`config.mk`:
```
export PLATFORM = sky130hd
export DESIGN_NAME = radio_front_panel_controller
export DESIGN_NICKNAME = d
export VERILOG_FILES = /design/src/rtl/core/rfpc_pkg.sv /design/src/rtl/core/rfpc_volume.sv /design/src/rtl/core/rfpc_click.sv /design/src/rtl/core/rfpc_led.sv /design/src/rtl/core/radio_front_panel_controller.sv
export SDC_FILE = /design/constraint.sdc
export NUM_CORES = 1
export LEC_CHECK = 0
export BUFFER_PORTS_ARGS = -buffer_cell sky130_fd_sc_hd__buf_2
export CAP_MARGIN = 0
export CORE_AREA = 2 2 126 128
export DETAILED_ROUTE_END_ITERATION = 6
export DIE_AREA = 0 0 128 130
export PLACE_DENSITY = 0.82
export RECOVER_POWER = 25
export SYNTH_ARGS = -nofsm -noshare
export SYNTH_HDL_FRONTEND = slang
export SYNTH_SLANG_ARGS = --single-unit
```
`constraint.sdc`:
```
create_clock -name clk -period 3.57 [get_ports clk]
set_input_delay 1.071 -clock clk [delete_from_list [all_inputs] [get_ports clk]]
set_output_delay 1.071 -clock clk [all_outputs]
set_load 0.005 [all_outputs]
```
`src/rtl/core/rfpc_pkg.sv`:
```
// shared types and constants for the radio front panel controller
package rfpc_pkg;

    localparam int FreqW    = 16;
    localparam int VolW     = 6;
    localparam int StepW    = 8;
    localparam int TimerW   = 8;
    localparam int MaskW    = 8;
    localparam int CfgIdxW  = 3;
    localparam int CfgDataW = 16;

    // register indexes on the config port
    typedef enum logic [CfgIdxW-1:0] {
        CFG_START_FREQUENCY  = 3'd0,
        CFG_START_VOLUME     = 3'd1,
        CFG_VOLUME_STEP      = 3'd2,
        CFG_VOLUME_LIMIT     = 3'd3,
        CFG_TUNE_STEP        = 3'd4,
        CFG_CLICK_WINDOW     = 3'd5,
        CFG_ANIMATION_PERIOD = 3'd6
    } rfpc_cfg_idx_t;

    // register defaults after reset
    localparam logic [FreqW-1:0]  DefStartFrequency = 16'd10140;
    localparam logic [VolW-1:0]   DefStartVolume    = 6'd30;
    localparam logic [VolW-1:0]   DefVolumeStep     = 6'd15;
    localparam logic [VolW-1:0]   DefVolumeLimit    = 6'd60;
    localparam logic [StepW-1:0]  DefTuneStep       = 8'd10;
    localparam logic [TimerW-1:0] DefClickWindow    = 8'd25;
    localparam logic [TimerW-1:0] DefAnimPeriod     = 8'd12;

    localparam logic [VolW-1:0]   VolMax            = 6'd63;

    // click detector phases
    typedef enum logic [1:0] {
        PH_IDLE = 2'd0,
        PH_HELD = 2'd1,
        PH_WAIT = 2'd2,
        PH_SEEK = 2'd3
    } rfpc_phase_t;

    // per-beat control from the top level to the state holders
    typedef struct packed {
        logic step;     // a beat moves into the result register this cycle
        logic restart;  // that beat is a restart request
    } rfpc_step_t;

endpackage

```
`src/rtl/core/rfpc_volume.sv`:
```
// volume level with press edge detection, wrap and clamp
module rfpc_volume (
    input  logic                       clk,
    input  logic                       rst_n,
    input  rfpc_pkg::rfpc_step_t       ctl,
    input  logic                       pressed,
    input  logic [rfpc_pkg::VolW-1:0]  start_volume,
    input  logic [rfpc_pkg::VolW-1:0]  volume_step,
    input  logic [rfpc_pkg::VolW-1:0]  volume_limit,
    output logic                       write,
    output logic [rfpc_pkg::VolW-1:0]  level_next
);
    import rfpc_pkg::*;

    logic [VolW-1:0] level_reg;
    logic            was_pressed_reg;
    logic            was_pressed_next;
    logic [VolW:0]   sum;

    assign sum = {1'b0, level_reg} + {1'b0, volume_step};

    always_comb
    begin
        write            = 1'b0;
        level_next       = level_reg;
        was_pressed_next = was_pressed_reg;
        if (ctl.restart)
        begin
            write            = 1'b1;
            level_next       = start_volume;
            was_pressed_next = 1'b0;
        end
        else if (pressed)
        begin
            if (!was_pressed_reg)
            begin
                write            = 1'b1;
                was_pressed_next = 1'b1;
                priority if (sum > {1'b0, volume_limit})
                    level_next = '0;
                else if (sum > {1'b0, VolMax})
                    level_next = VolMax;
                else
                    level_next = sum[VolW-1:0];
            end
        end
        else
        begin
            was_pressed_next = 1'b0;
        end
    end

    always_ff @(posedge clk or negedge rst_n)
    begin
        if (!rst_n)
        begin
            level_reg       <= DefStartVolume;
            was_pressed_reg <= 1'b0;
        end
        else if (ctl.step)
        begin
            level_reg       <= level_next;
            was_pressed_reg <= was_pressed_next;
        end
    end

endmodule

```
`src/rtl/core/rfpc_click.sv`:
```
// single / double click detector for one tune button
module rfpc_click (
    input  logic                         clk,
    input  logic                         rst_n,
    input  rfpc_pkg::rfpc_step_t         ctl,
    input  logic                         pressed,
    input  logic [rfpc_pkg::TimerW-1:0]  click_window,
    output logic                         single_click,
    output logic                         seek
);
    import rfpc_pkg::*;

    rfpc_phase_t       phase_reg, phase_next;
    logic [TimerW-1:0] timer_reg, timer_next;
    logic              timed_out;

    assign timed_out = (timer_reg >= click_window);

    // next state
    always_comb
    begin
        phase_next = phase_reg;
        timer_next = timer_reg;
        unique case (phase_reg)
            PH_IDLE:
            begin
                if (pressed)
                    phase_next = PH_HELD;
            end
            PH_HELD:
            begin
                if (!pressed)
                begin
                    phase_next = PH_WAIT;
                    timer_next = '0;
                end
            end
            PH_WAIT:
            begin
                priority if (pressed)
                    phase_next = PH_SEEK;
                else if (timed_out)
                    phase_next = PH_IDLE;
                else
                    timer_next = timer_reg + 1'b1;
            end
            PH_SEEK:
            begin
                if (!pressed)
                    phase_next = PH_IDLE;
            end
            default:
            begin
                phase_next = PH_IDLE;
            end
        endcase
    end

    // outputs
    always_comb
    begin
        single_click = 1'b0;
        seek         = 1'b0;
        if (!ctl.restart && phase_reg == PH_WAIT)
        begin
            seek         = pressed;
            single_click = !pressed && timed_out;
        end
    end

    always_ff @(posedge clk or negedge rst_n)
    begin
        if (!rst_n)
        begin
            phase_reg <= PH_IDLE;
            timer_reg <= '0;
        end
        else if (ctl.step)
        begin
            if (ctl.restart)
            begin
                phase_reg <= PH_IDLE;
                timer_reg <= '0;
            end
            else
            begin
                phase_reg <= phase_next;
                timer_reg <= timer_next;
            end
        end
    end

endmodule

```
`src/rtl/core/rfpc_led.sv`:
```
// bouncing led bar count with thermometer mask output
module rfpc_led #(
    parameter int LED_COUNT = 8
) (
    input  logic                         clk,
    input  logic                         rst_n,
    input  rfpc_pkg::rfpc_step_t         ctl,
    input  logic [rfpc_pkg::TimerW-1:0]  animation_period,
    output logic                         write,
    output logic [rfpc_pkg::MaskW-1:0]   mask
);
    import rfpc_pkg::*;

    localparam int LitW = $clog2(LED_COUNT + 1);
    localparam logic [LitW:0] LitTop = (LitW + 1)'(LED_COUNT);

    logic [LitW-1:0]   lit_reg, lit_next;
    logic              rising_reg, rising_next;
    logic [TimerW-1:0] timer_reg, timer_next;
    logic [TimerW:0]   tick_sum;
    logic [LitW:0]     lit_moved;

    assign tick_sum = {1'b0, timer_reg} + 1'b1;

    always_comb
    begin
        write       = 1'b0;
        mask        = '0;
        lit_next    = lit_reg;
        rising_next = rising_reg;
        timer_next  = tick_sum[TimerW-1:0];
        lit_moved   = {1'b0, lit_reg};
        if (!ctl.restart && tick_sum >= {1'b0, animation_period})
        begin
            write      = 1'b1;
            timer_next = '0;
            for (int i = 0; i < MaskW; i++)
                mask[i] = (int'(lit_reg) > i);
            if (rising_reg)
                lit_moved = {1'b0, lit_reg} + 1'b1;
            else if (lit_reg != '0)
                lit_moved = {1'b0, lit_reg} - 1'b1;
            if (lit_moved >= LitTop)
            begin
                lit_moved   = LitTop;
                rising_next = 1'b0;
            end
            if (lit_moved == '0)
                rising_next = 1'b1;
            lit_next = lit_moved[LitW-1:0];
        end
    end

    always_ff @(posedge clk or negedge rst_n)
    begin
        if (!rst_n)
        begin
            lit_reg    <= '0;
            rising_reg <= 1'b1;
            timer_reg  <= '0;
        end
        else if (ctl.step)
        begin
            if (ctl.restart)
            begin
                lit_reg    <= '0;
                rising_reg <= 1'b1;
                timer_reg  <= '0;
            end
            else
            begin
                lit_reg    <= lit_next;
                rising_reg <= rising_next;
                timer_reg  <= timer_next;
            end
        end
    end

endmodule

```
`src/rtl/core/radio_front_panel_controller.sv`:
```
// radio front panel controller top level: config, tick pipeline, frequency
//
// usage
//   one input beat per 10 ms tick: restart plus three button levels
//   (volume, tune down, tune up). every input beat gives exactly one
//   result beat with volume / frequency write flags and values, seek
//   start pulses for double clicks and an led bar mask with its write flag.
//   config registers are written by the user via cfg_write / cfg_index /
//   cfg_data while no beat is in flight (not enforced); index 7 is ignored.
// timing
//   a beat lands in the input register, the state update runs as short
//   logic from there into the result register, which raises out_valid.
//   one beat per cycle sustained while out_ready stays high, set by the
//   single input-register to result-register stage.
// reset and stall
//   reset loads register defaults and the start volume / frequency,
//   clears all detectors and empties both stages. a stalled receiver
//   holds the result register; one more beat waits in the input register
//   and in_ready drops only when both are full.
module radio_front_panel_controller #(
    parameter int LED_COUNT = 8
) (
    input  logic                           clk,
    input  logic                           rst_n,
    // config write port
    input  logic                           cfg_write,
    input  logic [rfpc_pkg::CfgIdxW-1:0]   cfg_index,
    input  logic [rfpc_pkg::CfgDataW-1:0]  cfg_data,
    // tick beats in
    input  logic                           in_valid,
    output logic                           in_ready,
    input  logic                           restart,
    input  logic                           volume_pressed,
    input  logic                           down_pressed,
    input  logic                           up_pressed,
    // result beats out
    output logic                           out_valid,
    input  logic                           out_ready,
    output logic                           volume_write,
    output logic [rfpc_pkg::VolW-1:0]      volume_value,
    output logic                           tune_write,
    output logic [rfpc_pkg::FreqW-1:0]     frequency_value,
    output logic                           seek_down_start,
    output logic                           seek_up_start,
    output logic                           led_write,
    output logic [rfpc_pkg::MaskW-1:0]     led_mask
);
    import rfpc_pkg::*;

    // config registers
    logic [FreqW-1:0]  start_frequency_reg;
    logic [VolW-1:0]   start_volume_reg;
    logic [VolW-1:0]   volume_step_reg;
    logic [VolW-1:0]   volume_limit_reg;
    logic [StepW-1:0]  tune_step_reg;
    logic [TimerW-1:0] click_window_reg;
    logic [TimerW-1:0] anim_period_reg;

    always_ff @(posedge clk or negedge rst_n)
    begin
        if (!rst_n)
        begin
            start_frequency_reg <= DefStartFrequency;
            start_volume_reg    <= DefStartVolume;
            volume_step_reg     <= DefVolumeStep;
            volume_limit_reg    <= DefVolumeLimit;
            tune_step_reg       <= DefTuneStep;
            click_window_reg    <= DefClickWindow;
            anim_period_reg     <= DefAnimPeriod;
        end
        else if (cfg_write)
        begin
            unique case (cfg_index)
                CFG_START_FREQUENCY:  start_frequency_reg <= cfg_data[FreqW-1:0];
                CFG_START_VOLUME:     start_volume_reg    <= cfg_data[VolW-1:0];
                CFG_VOLUME_STEP:      volume_step_reg     <= cfg_data[VolW-1:0];
                CFG_VOLUME_LIMIT:     volume_limit_reg    <= cfg_data[VolW-1:0];
                CFG_TUNE_STEP:        tune_step_reg       <= cfg_data[StepW-1:0];
                CFG_CLICK_WINDOW:     click_window_reg    <= cfg_data[TimerW-1:0];
                CFG_ANIMATION_PERIOD: anim_period_reg     <= cfg_data[TimerW-1:0];
                default:              ; // unused index, write dropped
            endcase
        end
    end

    // input register
    logic s1_valid_reg;
    logic s1_restart_reg;
    logic s1_vol_reg;
    logic s1_down_reg;
    logic s1_up_reg;
    logic advance;
    logic in_accept;

    // a beat moves on when the result register is empty or being drained
    assign advance   = s1_valid_reg && (!out_valid || out_ready);
    assign in_ready  = !s1_valid_reg || advance;
    assign in_accept = in_valid && in_ready;

    always_ff @(posedge clk or negedge rst_n)
    begin
        if (!rst_n)
            s1_valid_reg <= 1'b0;
        else if (in_ready)
            s1_valid_reg <= in_valid;
    end

    always_ff @(posedge clk)
    begin
        if (in_accept)
        begin
            s1_restart_reg <= restart;
            s1_vol_reg     <= volume_pressed;
            s1_down_reg    <= down_pressed;
            s1_up_reg      <= up_pressed;
        end
    end

    rfpc_step_t ctl;
    assign ctl.step    = advance;
    assign ctl.restart = s1_restart_reg;

    // volume
    logic            vol_wr;
    logic [VolW-1:0] vol_next;

    rfpc_volume u_volume (
        .clk          (clk),
        .rst_n        (rst_n),
        .ctl          (ctl),
        .pressed      (s1_vol_reg),
        .start_volume (start_volume_reg),
        .volume_step  (volume_step_reg),
        .volume_limit (volume_limit_reg),
        .write        (vol_wr),
        .level_next   (vol_next)
    );

    // tune buttons
    logic dn_click, dn_seek;
    logic up_click, up_seek;

    rfpc_click u_click_down (
        .clk          (clk),
        .rst_n        (rst_n),
        .ctl          (ctl),
        .pressed      (s1_down_reg),
        .click_window (click_window_reg),
        .single_click (dn_click),
        .seek         (dn_seek)
    );

    rfpc_click u_click_up (
        .clk          (clk),
        .rst_n        (rst_n),
        .ctl          (ctl),
        .pressed      (s1_up_reg),
        .click_window (click_window_reg),
        .single_click (up_click),
        .seek         (up_seek)
    );

    // frequency: single clicks step it with saturation, both together cancel
    logic [FreqW-1:0] freq_reg, freq_next;
    logic             tune_wr;
    logic [FreqW:0]   freq_up;

    assign freq_up = {1'b0, freq_reg} + {{(FreqW + 1 - StepW){1'b0}}, tune_step_reg};

    always_comb
    begin
        freq_next = freq_reg;
        tune_wr   = 1'b0;
        if (ctl.restart)
        begin
            freq_next = start_frequency_reg;
            tune_wr   = 1'b1;
        end
        else if (dn_click || up_click)
        begin
            tune_wr = 1'b1;
            if (dn_click && !up_click)
            begin
                if (freq_reg < {{(FreqW - StepW){1'b0}}, tune_step_reg})
                    freq_next = '0;
                else
                    freq_next = freq_reg - {{(FreqW - StepW){1'b0}}, tune_step_reg};
            end
            else if (up_click && !dn_click)
            begin
                if (freq_up[FreqW])
                    freq_next = '1;
                else
                    freq_next = freq_up[FreqW-1:0];
            end
        end
    end

    always_ff @(posedge clk or negedge rst_n)
    begin
        if (!rst_n)
            freq_reg <= DefStartFrequency;
        else if (advance)
            freq_reg <= freq_next;
    end

    // led bar
    logic             led_wr;
    logic [MaskW-1:0] led_mask_next;

    rfpc_led #(
        .LED_COUNT (LED_COUNT)
    ) u_led (
        .clk              (clk),
        .rst_n            (rst_n),
        .ctl              (ctl),
        .animation_period (anim_period_reg),
        .write            (led_wr),
        .mask             (led_mask_next)
    );

    // result register
    logic out_valid_reg;

    always_ff @(posedge clk or negedge rst_n)
    begin
        if (!rst_n)
            out_valid_reg <= 1'b0;
        else if (advance)
            out_valid_reg <= 1'b1;
        else if (out_ready)
            out_valid_reg <= 1'b0;
    end

    always_ff @(posedge clk)
    begin
        if (advance)
        begin
            volume_write    <= vol_wr;
            volume_value    <= vol_next;
            tune_write      <= tune_wr;
            frequency_value <= freq_next;
            seek_down_start <= dn_seek;
            seek_up_start   <= up_seek;
            led_write       <= led_wr;
            led_mask        <= led_mask_next;
        end
    end

    assign out_valid = out_valid_reg;

endmodule

```
; Word-level counts from Yosys, hierarchy flattened
; Index checks and enable logic that the tools add are counted.
[word_totals]
regBits = 155
wordCells = 178
input_bits = 28
[op_classes]
eq_ne = 24
n_reduce_logical = 42
order_cmp = 15
n_mux = 58
n_addsub = 8
[op_table]
columns = cell, n
row1 = two-way mux 16 bit, 6
row2 = two-way mux 8 bit, 10
row3 = case mux 8 bit (2 select lines), 2
row4 = two-way mux 6 bit, 5
row5 = != test 3 bit (second input constant), 10
row6 = two-way mux 5 bit, 5
row7 = two-way mux 2 bit, 12
row8 = AND reduction 5 bit, 4
row9 = adder 16 x 8 -> 17 bit, 1
row10 = adder 8 x 1 -> 8 bit (second input constant), 2
row11 = >= comparator 8 bit, 2
row12 = > comparator 4 x 3 -> 1 bit (second input constant), 4
row13 = < comparator 16 x 8 -> 1 bit, 1
row14 = case mux 2 bit (4 select lines), 2
row15 = AND reduction 2 bit, 8
row16 = subtractor 16 x 8 -> 16 bit, 1
row17 = two-way mux 1 bit, 14
row18 = adder 8 x 1 -> 9 bit (second input constant), 1
row19 = == test 3 bit (second input constant), 3
row20 = >= comparator 9 x 8 -> 1 bit, 1
row21 = logical AND 1 bit, 9
row22 = nonzero test 3 bit, 3
row23 = == test 2 bit (second input constant), 4
row24 = > comparator 4 x 1 -> 1 bit (second input constant), 2
row25 = other kinds (20), 35

; Depth between registers and ports, before layout
; Gate-level depths: netlist of run 1.
[depth]
ltp_word = 11
mapped_depth = 16

; By module
; A second synthesis of run 1 with hierarchy kept.
[hier_totals]
cells_unflattened = 980
hier_area_um2 = 9855.7
[by_module_without_submodules]
columns = mod, cells_each, area_each_um2, n_inst
row1 = radio_front_panel_controller, 544, 6100.9, 1
row2 = rfpc_click, 96, 844.6, 2
row3 = rfpc_led, 141, 1236.2, 1
row4 = rfpc_volume, 103, 829.5, 1

; Least setup slack after synthesis of run 1
; No wires, ideal clock.
[synth_path]
kind = input-to-reg
start = input port out_ready
end = register u_led.timer_reg[6]
required_time_ps = 3442
setup_ps = 128
path_slack_ps = 389
stages = 7
t_arrival_ps = 3053
path_buffers = 1
path_cell_list = nand2b_1 > nand2_1 > clkinv_1 > clkbuf_1 > o21ai_0 > nand2_1 > o41ai_1
[synth_between]
elab_chain_cells = 2
[synth_rtl]
columns = item, line
row1 = from (decl), radio_front_panel_controller.sv:38  ; input logic out_ready,
row2 = logical OR 1 bit, radio_front_panel_controller.sv:96  ; assign advance = s1_valid_reg && (!out_valid || out_ready);
row3 = logical AND 1 bit, radio_front_panel_controller.sv:96
row4 = net advance, radio_front_panel_controller.sv:92  ; logic advance;
row5 = to (signal assigned), rfpc_led.sv:74  ; timer_reg <= timer_next;
row6 = to (decl), rfpc_led.sv:19  ; logic [TimerW-1:0] timer_reg, timer_next;
; The timed path passes the listed nets, and every way through them passes these cells.
; A chain may end at the register's enable or synchronous reset.

; Worst setup path after layout of run 1
[layout_path]
start = register volume_step_reg[0]
end = register u_volume.level_reg[3]
[layout_between]
elab_chain_cells = 7
[layout_rtl]
columns = item, line
row1 = from (decl), radio_front_panel_controller.sv:53  ; logic [VolW-1:0] volume_step_reg;
row2 = from (signal assigned), radio_front_panel_controller.sv:65  ; volume_step_reg <= DefVolumeStep;
row3 = from (signal assigned), radio_front_panel_controller.sv:76  ; CFG_VOLUME_STEP: volume_step_reg <= cfg_data[VolW-1:0];
row4 = adder 6 x 6 -> 7 bit *, rfpc_volume.sv:20  ; assign sum = {1'b0, level_reg} + {1'b0, volume_step};
row5 = > comparator 7 x 6 -> 1 bit, rfpc_volume.sv:41  ; else if (sum > {1'b0, VolMax})
row6 = two-way mux 6 bit, rfpc_volume.sv:41
row7 = two-way mux 6 bit *, rfpc_volume.sv:39  ; priority if (sum > {1'b0, volume_limit})
row8 = two-way mux 6 bit *, rfpc_volume.sv:35  ; if (!was_pressed_reg)
row9 = two-way mux 6 bit *, rfpc_volume.sv:33  ; else if (pressed)
row10 = two-way mux 6 bit *, rfpc_volume.sv:27  ; if (ctl.restart)
row11 = to (signal assigned), rfpc_volume.sv:57  ; level_reg <= DefStartVolume;
row12 = to (signal assigned), rfpc_volume.sv:62  ; level_reg <= level_next;
row13 = to (decl), rfpc_volume.sv:15  ; logic [VolW-1:0] level_reg;
; Every way passes the cells marked *; elsewhere a longest branch is shown, timed or not.

==> results of run 1 <==
-- power by group through the flow --
stage | clock network, mW | registers (mW) | logic (mW)
floorplan | 0 | 2.44 | 1.60
global placement | 0 | 2.54 | 1.93
detailed placement | 0 | 2.55 | 2.00
CTS | 1.74 | 2.53 | 2.04
global route | 1.82 | 2.58 | 2.29
finish | 1.71 | 2.53 | 2.04
-- synthesized netlist by cell type, drive strengths merged, types with 3 or more instances --
master   count
a21o        11
a22o         3
nor3        11
fa           3
buf         10
dfrtp       76
and2         5
a222oi       6
o211ai       3
ha          59
o31ai       20
mux2        59
o22ai        6
a221oi       6
a311oi       3
xnor2       14
xor2         5
dfstp       40
nand2       78
or3          5
edfxtp      39
nand4b       4
nand2b      21
o41ai        4
a21boi       3
inv         66
nor2b        7
nand4        5
o21a         4
a211oi       7
nor4         4
o21ai       73
a31oi       13
a21oi       41
nand3       26
clkbuf      27
or2          8
nor2        57
o21bai       7
a2bb2oi      4
mux2i        3
and3        13
-- layout make-up --
cell class              instances  area, sq um
fillers                      1222         5190
multi-input cells             634         4550
flip-flops and latches        155         4120
repair buffers                 90          508
clock buffers                  20          458
inverters                      68          255
well taps                     192          240
clock inverters                12         98.8
-- metrics by stage --
step	util (%)	std cells	power (mW)	worst slack [ns]	hold WS [ns]
floorplan	-	894	4.04	0.389	0.452
global placement	62.9	1139	4.47	0.309	0.473
detailed placement	62.9	1139	4.56	0.241	0.484
CTS	66.5	1171	6.30	0.224	0.491
global route	66.4	1171	6.69	0.00773	0.524
finish	66.4	1171	6.29	0.191	0.489
-- final timing paths --
path,startpoint,to,slack (ns),depth (start not counted)
worst max-delay path,volume_step_reg[0],u_volume.level_reg[3],0.19,15
worst min-delay path,s1_valid_reg,out_valid,0.49,1
worst max register to register,volume_step_reg[0],u_volume.level_reg[3],0.19,15
worst min register to register,s1_valid_reg,out_valid,0.49,1
max in group asynchronous,rst_n,u_click_up.timer_reg[7],0.85,2
min in group asynchronous,rst_n,u_led.lit_reg[1],0.94,1
-- critical path: stages (launching register included) --
cell and delay (ns):
dfstp_2 0.53, ha_1 0.16, inv_1 0.05, fa_1 0.40, inv_1 0.07, a21oi_1 0.05
o21ai_0 0.26, xor2_1 0.24, ha_1 0.29, a21o_1 0.20, a21oi_1 0.15, o21ai_0 0.10
o21ai_0 0.08, and3_1 0.31, a222oi_1 0.14, o21ai_0 0.25
-- per-layer routing --
layer | share of wire [%] | wire, microns | track usage (%) | vias up
li1 | - | - | - | 3394
met1 | 43 | 8900 | 35.1 | 3450
met2 | 49 | 10100 | 43.7 | 247
met3 | 6.0 | 1230 | 4.31 | 51
met4 | 2.3 | 468 | 10.3 | 0
met5 | 0 | 0 | 0 | -
-- cell families after synthesis --
kind of cell,Yosys count
AOI/OAI and AO/OA,239
adders and majority gates,62
DFF,155
buffers and inverters,105
muxes,62
xor gates and xnor gates,19
and+or+nand+nor,252
==> out/summary.txt, run 1 <==
Final ANT Viol Nets -> 0
die area -> 16600 sq um
Clock transition at path regs -> 0.07 ns
H-tree depth -> 4
final max-slew violation count -> 0
largest family of logic cells by synthesized area -> compound AO/OA/AOI/OAI gates
drt via density -> 6.10
GRT overflow -> 0
most common cell after layout, fill and taps aside -> nand2_1
Internal -> 4.12 mW
Initial Util -> 59.1%
Data arrival, critical path -> 3.72 ns
fin crit period -> 3.38 ns
synthesized area per cell -> 10.2 sq um
Post-CTS Setup Repair Bufs -> 0
Worst Hold Class -> reg -> reg
ranking of synthesized cells by area -> dfrtp_1, edfxtp_1, dfstp_2
leading area contributor after synthesis -> dfrtp_1
worst setup path class -> reg -> reg
Final Skew -> 0.00898 ns
WP data required -> 3.91 ns
setup TNS -> 0 ns
Rel. slew slack -> 11.4%
Avg WL per Cell -> 17.7 microns
Post-synth EDFFs -> 39
Fmax -> 296 MHz
CP Max Fanout -> 6
Pre-antenna DRT Iters -> 5
crit end category -> flop
number of nets in the layout -> 1056
Adder-Cell Fraction of Synth Area -> 8.76%
P&R area growth vs syn -> 12.3%
YS warnings -> 0
unrepaired setup endpoints after global routing -> no
xor and xnor area share after synthesis -> 1.83%
vias -> 7142
TritonCTS Buffers -> 17
startpoint types -> flop
CTS tree -> done
Peak VDD IR -> 0.461 mV
DRC violations left -> 0
Power Density -> 615 nW/um^2
Finished Cell Area -> 10200 sq um
final setup violation count -> 0
register area share after synthesis -> 45.2%
FF+latch count, synth -> 155
Synth Area in Simple Gates -> 13.7%
Chip Width -> 128 microns
power share of the clock group -> 27.2%
post-DP HPWL -> 14600 microns
share of layout cells above drive strength 1 -> 25.1%
worst-skew pair later-pin latency -> 0.43 ns
CTS root buffer -> clkbuf_16
CTS sink cnt -> 155
Mapped Area -> 9110 sq um
combinational share of power -> 32.5%
Max Root-Sink Buffers -> 2
outcome -> finished, final reports clean
mux cell area share after synthesis -> 7.62%
fin crit share -> 94.7%
Sw Ratio -> 34.6%
total track usage -> 26.3%
final wirelength -> 20700 microns
vias in the first global route -> 6949
io pins -> 65
die height -> 130 microns
MaxCap Viol Count -> 0
FFs w/ async S/R, synth -> 74.8%
DR iter-0 viols -> 630
endpoints failing hold -> 0
initial antenna violation count -> 0
commonest non-fill, non-tap cells in the layout -> nand2_1, dfrtp_1, o21ai_0
Reg power frac -> 40.3%
first-pass GRT wire length -> 34500 microns
Compound-Gate Fraction of Synth Area -> 17.9%
NetSw -> 2.18 mW
synth unique cells -> 85
# resized after CTS -> 0
Core ar. -> 15400 sq um
Cells after Synth -> 894
syn nets -> 984
routability cong. -> 0.908
worst-margin pin slew -> 1.33 ns
Leak Pwr -> 4.47 nW
cts hold-fix bufs -> 0
largest net degree at the start of global routing -> 55
Most used DFF post-synth -> dfrtp_1
Area after DPL -> 9700 sq um
# rows -> 46
PortBufs -> 64
ANT cells -> 0
top-area cell type share of the netlist area -> 20.9%
Note: power is estimated with default switching activity, not from simulation.
==> inputs of run 2 (changes only) <==
CORE_AREA = 2 2 132 134   (was 2 2 126 128)
DIE_AREA = 0 0 134 136   (was 0 0 128 130)
PLACE_DENSITY = 0.76   (was 0.82)
==> run 2 against run 1 <==
- core utilization fell by 5.1 points
- power increased by 2.6%
- combinational power hardly changed
- sequential cell count unchanged
- critical endpoint is now freq_reg[11]
- largest cell class unchanged
==> out/summary.txt, run 2 (synthesized netlist as in run 1, its figures left out) <==
Power Density -> 624 nW/um^2 (+1.6%)
Internal -> 4.23 mW (+2.7%)
Max Root-Sink Buffers -> 2 (unchanged)
CTS tree -> done
CTS root buffer -> clkbuf_16
final setup violation count -> 0 (unchanged)
combinational share of power -> 31.8% (-0.7 points)
initial antenna violation count -> 0 (unchanged)
Core ar. -> 16900 sq um (+9.4%)
number of nets in the layout -> 1056 (unchanged)
Clock transition at path regs -> 0.07 ns (about the same)
setup TNS -> 0 ns (unchanged)
cts hold-fix bufs -> 0 (unchanged)
final max-slew violation count -> 0 (unchanged)
final wirelength -> 21100 microns (+1.9%)
largest net degree at the start of global routing -> 54 (-1.8%)
Rel. slew slack -> 13.7% (+2.3 points)
Worst Hold Class -> reg -> reg
DRC violations left -> 0 (unchanged)
Fmax -> 295 MHz (-0.17%)
P&R area growth vs syn -> 13.5%
Sw Ratio -> 34.5% (-0.091 points)
Final Skew -> 0.0133 ns (+0.00434 ns)
MaxCap Viol Count -> 0 (unchanged)
drt via density -> 5.88 (-3.6%)
crit end category -> flop
worst-margin pin slew -> 1.30 ns (-0.0341 ns)
power share of the clock group -> 28.9% (+1.7 points)
# rows -> 48 (+4.3%)
PortBufs -> 64 (unchanged)
worst-skew pair later-pin latency -> 0.44 ns (about the same)
WP data required -> 3.95 ns (+0.04 ns)
Chip Width -> 134 microns (+4.7%)
Leak Pwr -> 4.51 nW (+0.77%)
NetSw -> 2.23 mW (+2.3%)
ANT cells -> 0 (unchanged)
fin crit share -> 94.8% (+0.16 points)
Initial Util -> 54.0% (-5.1 points)
share of layout cells above drive strength 1 -> 25.5% (+0.41 points)
Peak VDD IR -> 0.344 mV (-25%)
worst setup path class -> reg -> reg
io pins -> 65 (unchanged)
startpoint types -> flop
commonest non-fill, non-tap cells in the layout -> nand2_1, dfrtp_1, o21ai_0
Final ANT Viol Nets -> 0 (unchanged)
vias -> 7081 (-0.85%)
Pwr Total -> 6.45 mW (+2.6%)
CTS sink cnt -> 155 (unchanged)
total track usage -> 24.6% (-1.8 points)
GRT overflow -> 0 (unchanged)
Data arrival, critical path -> 3.76 ns (+0.04 ns)
die height -> 136 microns (+4.6%)
post-DP HPWL -> 14800 microns (+0.97%)
CP Max Fanout -> 11 (+5)
outcome -> finished, final reports clean
routability cong. -> 0.924 (+1.8%)
die area -> 18200 sq um (+9.5%)
endpoints failing hold -> 0 (unchanged)
DR iter-0 viols -> 544 (-14%)
Reg power frac -> 39.2% (-1.1 points)
vias in the first global route -> 6976 (+0.39%)
unrepaired setup endpoints after global routing -> no
first-pass GRT wire length -> 35100 microns (+1.7%)
Pre-antenna DRT Iters -> 5 (unchanged)
TritonCTS Buffers -> 17 (unchanged)
H-tree depth -> 4 (unchanged)
Avg WL per Cell -> 17.5 microns (-0.88%)
most common cell after layout, fill and taps aside -> nand2_1
fin crit period -> 3.39 ns (+0.00570 ns)
==> run 2: changes by cell type in the layout (fill, tap and decap cells not counted), moves of 2 or more <==
cell / change
clkbuf_1: -4
inv_6: -3
inv_8: +3
clkinv_4: +2
clkinvlp_4: -2
==> run 2: what timing repair did <==
action / 4_1_cts / 5_1_grt
endpoints found under the setup margin: 0 / 5
buffers inserted: 0 / 1
resized for setup: 0 / 3
==> run 2: path summary, 6_finish.rpt <==
path | start | endpoint | slack (ns) | cells after the start
min reg2reg | u_volume.level_reg[4] | u_volume.level_reg[4] | 0.50 | 2
max in group asynchronous | rst_n | start_frequency_reg[1] | 0.91 | 2
max reg2reg | click_window_reg[0] | freq_reg[11] | 0.18 | 9
max | click_window_reg[0] | freq_reg[11] | 0.18 | 9
min in group asynchronous | rst_n | u_click_down.timer_reg[5] | 0.91 | 1
min | u_volume.level_reg[4] | u_volume.level_reg[4] | 0.50 | 2
==> run 2: critical path, stage by stage, from the launching register on <==
cell and delay [ns]:
dfstp_2 0.56, ha_1 0.23, nand2b_1 0.14, a2111o_1 0.47
a31oi_2 0.26, o211ai_2 0.12, nor2_1 0.80, a211oi_2 0.16
o31ai_1 0.36, mux2_2 0.22
==> run 2: metrics by stage <==
stage               worst slack [ns]  cell area [sq um]  util [%]  instances  hold slack, ns
floorplan                      0.389               9110         -        894           0.452
global placement               0.314               9740      57.7       1171           0.473
detailed placement             0.152               9740      57.7       1171           0.491
CTS                            0.175              10300      61.3       1203           0.499
global route                  0.0221              10300      61.3       1204           0.515
finish                         0.185              10300      61.3       1204           0.501
==> run 2: cell type report <==
class	count	area, sq um
well taps	225	282
fillers	1431	6540
clock inverters	13	148
multi-input cells	634	4550
clock buffers	19	464
inverters	68	255
repair buffers	90	513
flip-flops and latches	155	4120
==> run 2: layer usage <==
layer	track usage, %	vias to the layer above	part of all wire, %
li1	-	3394	-
met1	33.5	3491	47
met2	40.0	165	47
met3	4.03	31	4.4
met4	8.45	0	1.6
met5	0	-	0
==> run 2: power groups by stage <==
stage,Combinational (mW),Sequential [mW],Clock [mW]
finish,2.06,2.53,1.87
global route,2.31,2.58,1.98
CTS,2.04,2.53,1.91
detailed placement,2.02,2.55,0
global placement,1.95,2.54,0
floorplan,1.60,2.44,0
==> inputs of run 3 (changes only) <==
GPL_TIMING_DRIVEN = 0   (was default)
==> run 3 against run 2 <==
- the flow now finishes with violations (capacitance limit, slew limit)
- fmax decreased by 4.0%
- count of clock-buffer cells in the layout grew 9
- global-route usage is 0.83 points higher
- routed wire length is 5.2% higher
- first-iteration DRC count rose by 16%
- die area unchanged
- power increased by 0.67%
- via count up 2.3%
- design area increased by 0.86%
- core utilization increased by 0.53 points
- combinational power rose by 7%
- hold slack worse by 0.013 ns
- critical path type unchanged
- largest cell class unchanged
- highest routed layer unchanged
==> out/summary.txt, run 3 (synthesized netlist as in run 1, its figures left out) <==
wl on met1 -> 9650 microns (-1.7%)
worst-skew pair later-pin latency -> 0.44 ns (about the same)
most common cell after layout, fill and taps aside -> nand2_1
Power Density -> 623 nW/um^2 (-0.19%)
vias -> 7241 (+2.3%)
initial antenna violation count -> 0 (unchanged)
Finished Cell Area -> 10400 sq um (+0.86%)
startpoint types -> flop
Peak VDD IR -> 0.393 mV (+14%)
Post-Layout Cell Count -> 1218 (+1.2%)
H-tree depth -> 4 (unchanged)
Pre-antenna DRT Iters -> 6 (+1)
post-DP HPWL -> 15400 microns (+4.3%)
Max Root-Sink Buffers -> 2 (unchanged)
final setup violation count -> 0 (unchanged)
Avg WL per Cell -> 18.2 microns (+4.0%)
CTS root buffer -> clkbuf_16
worst-margin pin slew -> 1.73 ns (+0.438 ns)
outcome -> finished, violations left
final wirelength -> 22200 microns (+5.2%)
vias in the first global route -> 6915 (-0.87%)
MaxCap Viol Count -> 1 (+1)
cts hold-fix bufs -> 0 (unchanged)
DR iter-0 viols -> 630 (+16%)
endpoints failing hold -> 0 (unchanged)
Area after DPL -> 9760 sq um (+0.26%)
CP Max Fanout -> 9 (-2)
PortBufs -> 62 (-3.1%)
TritonCTS Buffers -> 17 (unchanged)
post-layout util -> 61.8% (+0.53 points)
number of nets in the layout -> 1070 (+1.3%)
total track usage -> 25.4% (+0.83 points)
Max Used Layer -> met4
unrepaired setup endpoints after global routing -> no
commonest non-fill, non-tap cells in the layout -> nand2_1, dfrtp_1, o21ai_0
Fmax -> 283 MHz (-4.0%)
share of layout cells above drive strength 1 -> 24.3% (-1.3 points)
crit end category -> flop
GRT overflow -> 0 (unchanged)
CTS tree -> done
failing checks -> capacitance limit, slew limit
largest net degree at the start of global routing -> 90 (+67%)
Final ANT Viol Nets -> 0 (unchanged)
Rel. slew slack -> -15.6% (-29 points)
fin crit period -> 3.53 ns (+0.143 ns)
setup TNS -> 0 ns (unchanged)
CTS sink cnt -> 155 (unchanged)
Initial Util -> 54.0% (unchanged)
worst setup path class -> reg -> reg
final max-slew violation count -> 28 (+28)
Chip Width -> 134 microns (unchanged)
P&R area growth vs syn -> 14.4%
drt via density -> 5.94 (+1.1%)
Leak Pwr -> 4.50 nW (-0.24%)
WP data required -> 3.73 ns (-0.22 ns)
# rows -> 48 (unchanged)
Final Skew -> 0.00907 ns (-0.00424 ns)
io pins -> 65 (unchanged)
Worst Hold Class -> reg -> reg
met3 wire length -> 1590 microns (+71%)
fin crit share -> 98.8% (+4.0 points)
die height -> 136 microns (unchanged)
die area -> 18200 sq um (unchanged)
Data arrival, critical path -> 3.68 ns (-0.08 ns)
Clock transition at path regs -> 0.06 ns (about the same)
metal2 WL -> 10400 microns (+3.7%)
Inst Count DP -> 1183 (+1.0%)
DRC violations left -> 0 (unchanged)
first-pass GRT wire length -> 35900 microns (+2.2%)
routability cong. -> 0.966 (+4.6%)
Core ar. -> 16900 sq um (unchanged)
ANT cells -> 0 (unchanged)
==> run 3: cell types whose count changed in the layout (fill, tap and decap cells not counted), moves of 2 or more <==
| cell | before | now |
|---|---|---|
| a21oi_1 | 41 | 39 |
| a21oi_2 | 0 | 2 |
| buf_4 | 25 | 5 |
| buf_6 | 0 | 6 |
| clkbuf_1 | 0 | 31 |
| clkbuf_8 | 1 | 3 |
| inv_6 | 4 | 0 |
| inv_8 | 4 | 0 |
| o21ai_2 | 0 | 2 |
==> run 3: through the flow <==
stage	hold slack [ns]	power, mW	setup slack, ns
floorplan	0.452	4.04	0.389
global placement	0.476	4.53	-0.899
detailed placement	0.478	4.61	-0.0646
CTS	0.487	6.44	0.00120
global route	0.510	6.90	0.00348
finish	0.487	6.50	0.0421
==> run 3: area by class of cell <==
cell class / instances / area [sq um]
Inverter: 68 / 255
Tap cell: 225 / 282
Sequential cell: 155 / 4120
Clock buffer: 28 / 539
Clock inverter: 4 / 52.6
Multi-Input combinational cell: 634 / 4600
Fill cell: 1390 / 6450
Buffer: 36 / 191
Timing Repair Buffer: 68 / 387
==> run 3: report_power, final <==
group | total [mW] | switching (mW) | internal (mW)
registers | 2.48 | 0.227 | 2.25
logic | 2.20 | 1.24 | 0.958
clock network | 1.82 | 0.721 | 1.10
==> run 3: critical path: stages, from the launching register on <==
cell and delay, ns:
dfstp_2 0.57, ha_1 0.23, nand2b_1 0.14, a2111o_1 0.47, a31o_2 0.29, a211oi_4 0.53
nor2_2 0.21, a2111oi_0 0.70, nor2_1 0.10
==> run 3: worst paths after layout <==
| path | end | slack (ns) | depth (start not counted) | from |
|---|---|---|---|---|
| hold / removal | u_click_up.timer_reg[7] | 0.49 | 1 | u_click_up.timer_reg[7] |
| max in group asynchronous | u_led.rising_reg | 1.27 | 2 | rst_n |
| setup reg to reg | frequency_value[6] | 0.04 | 8 | click_window_reg[0] |
| hold reg to reg | u_click_up.timer_reg[7] | 0.49 | 1 | u_click_up.timer_reg[7] |
| min in group asynchronous | u_click_down.timer_reg[3] | 1.09 | 1 | rst_n |
| setup / recovery | frequency_value[6] | 0.04 | 8 | click_window_reg[0] |
==> run 3: timing repair <==
item / 4_1_cts / 5_1_grt
setup endpoints to repair: 4 / 28
hold endpoints to repair: 0 / 0
buffers inserted: 2 / 1
resized for setup: 1 / 17
pin swaps: 2 / 7
==> run 3: routing by layer <==
layer  global-route usage [%]  vias up
met4                     9.40        0
met2                     40.6      281
met1                     33.9     3496
met3                     6.00       55
li1                         -     3409
met5                        0        -
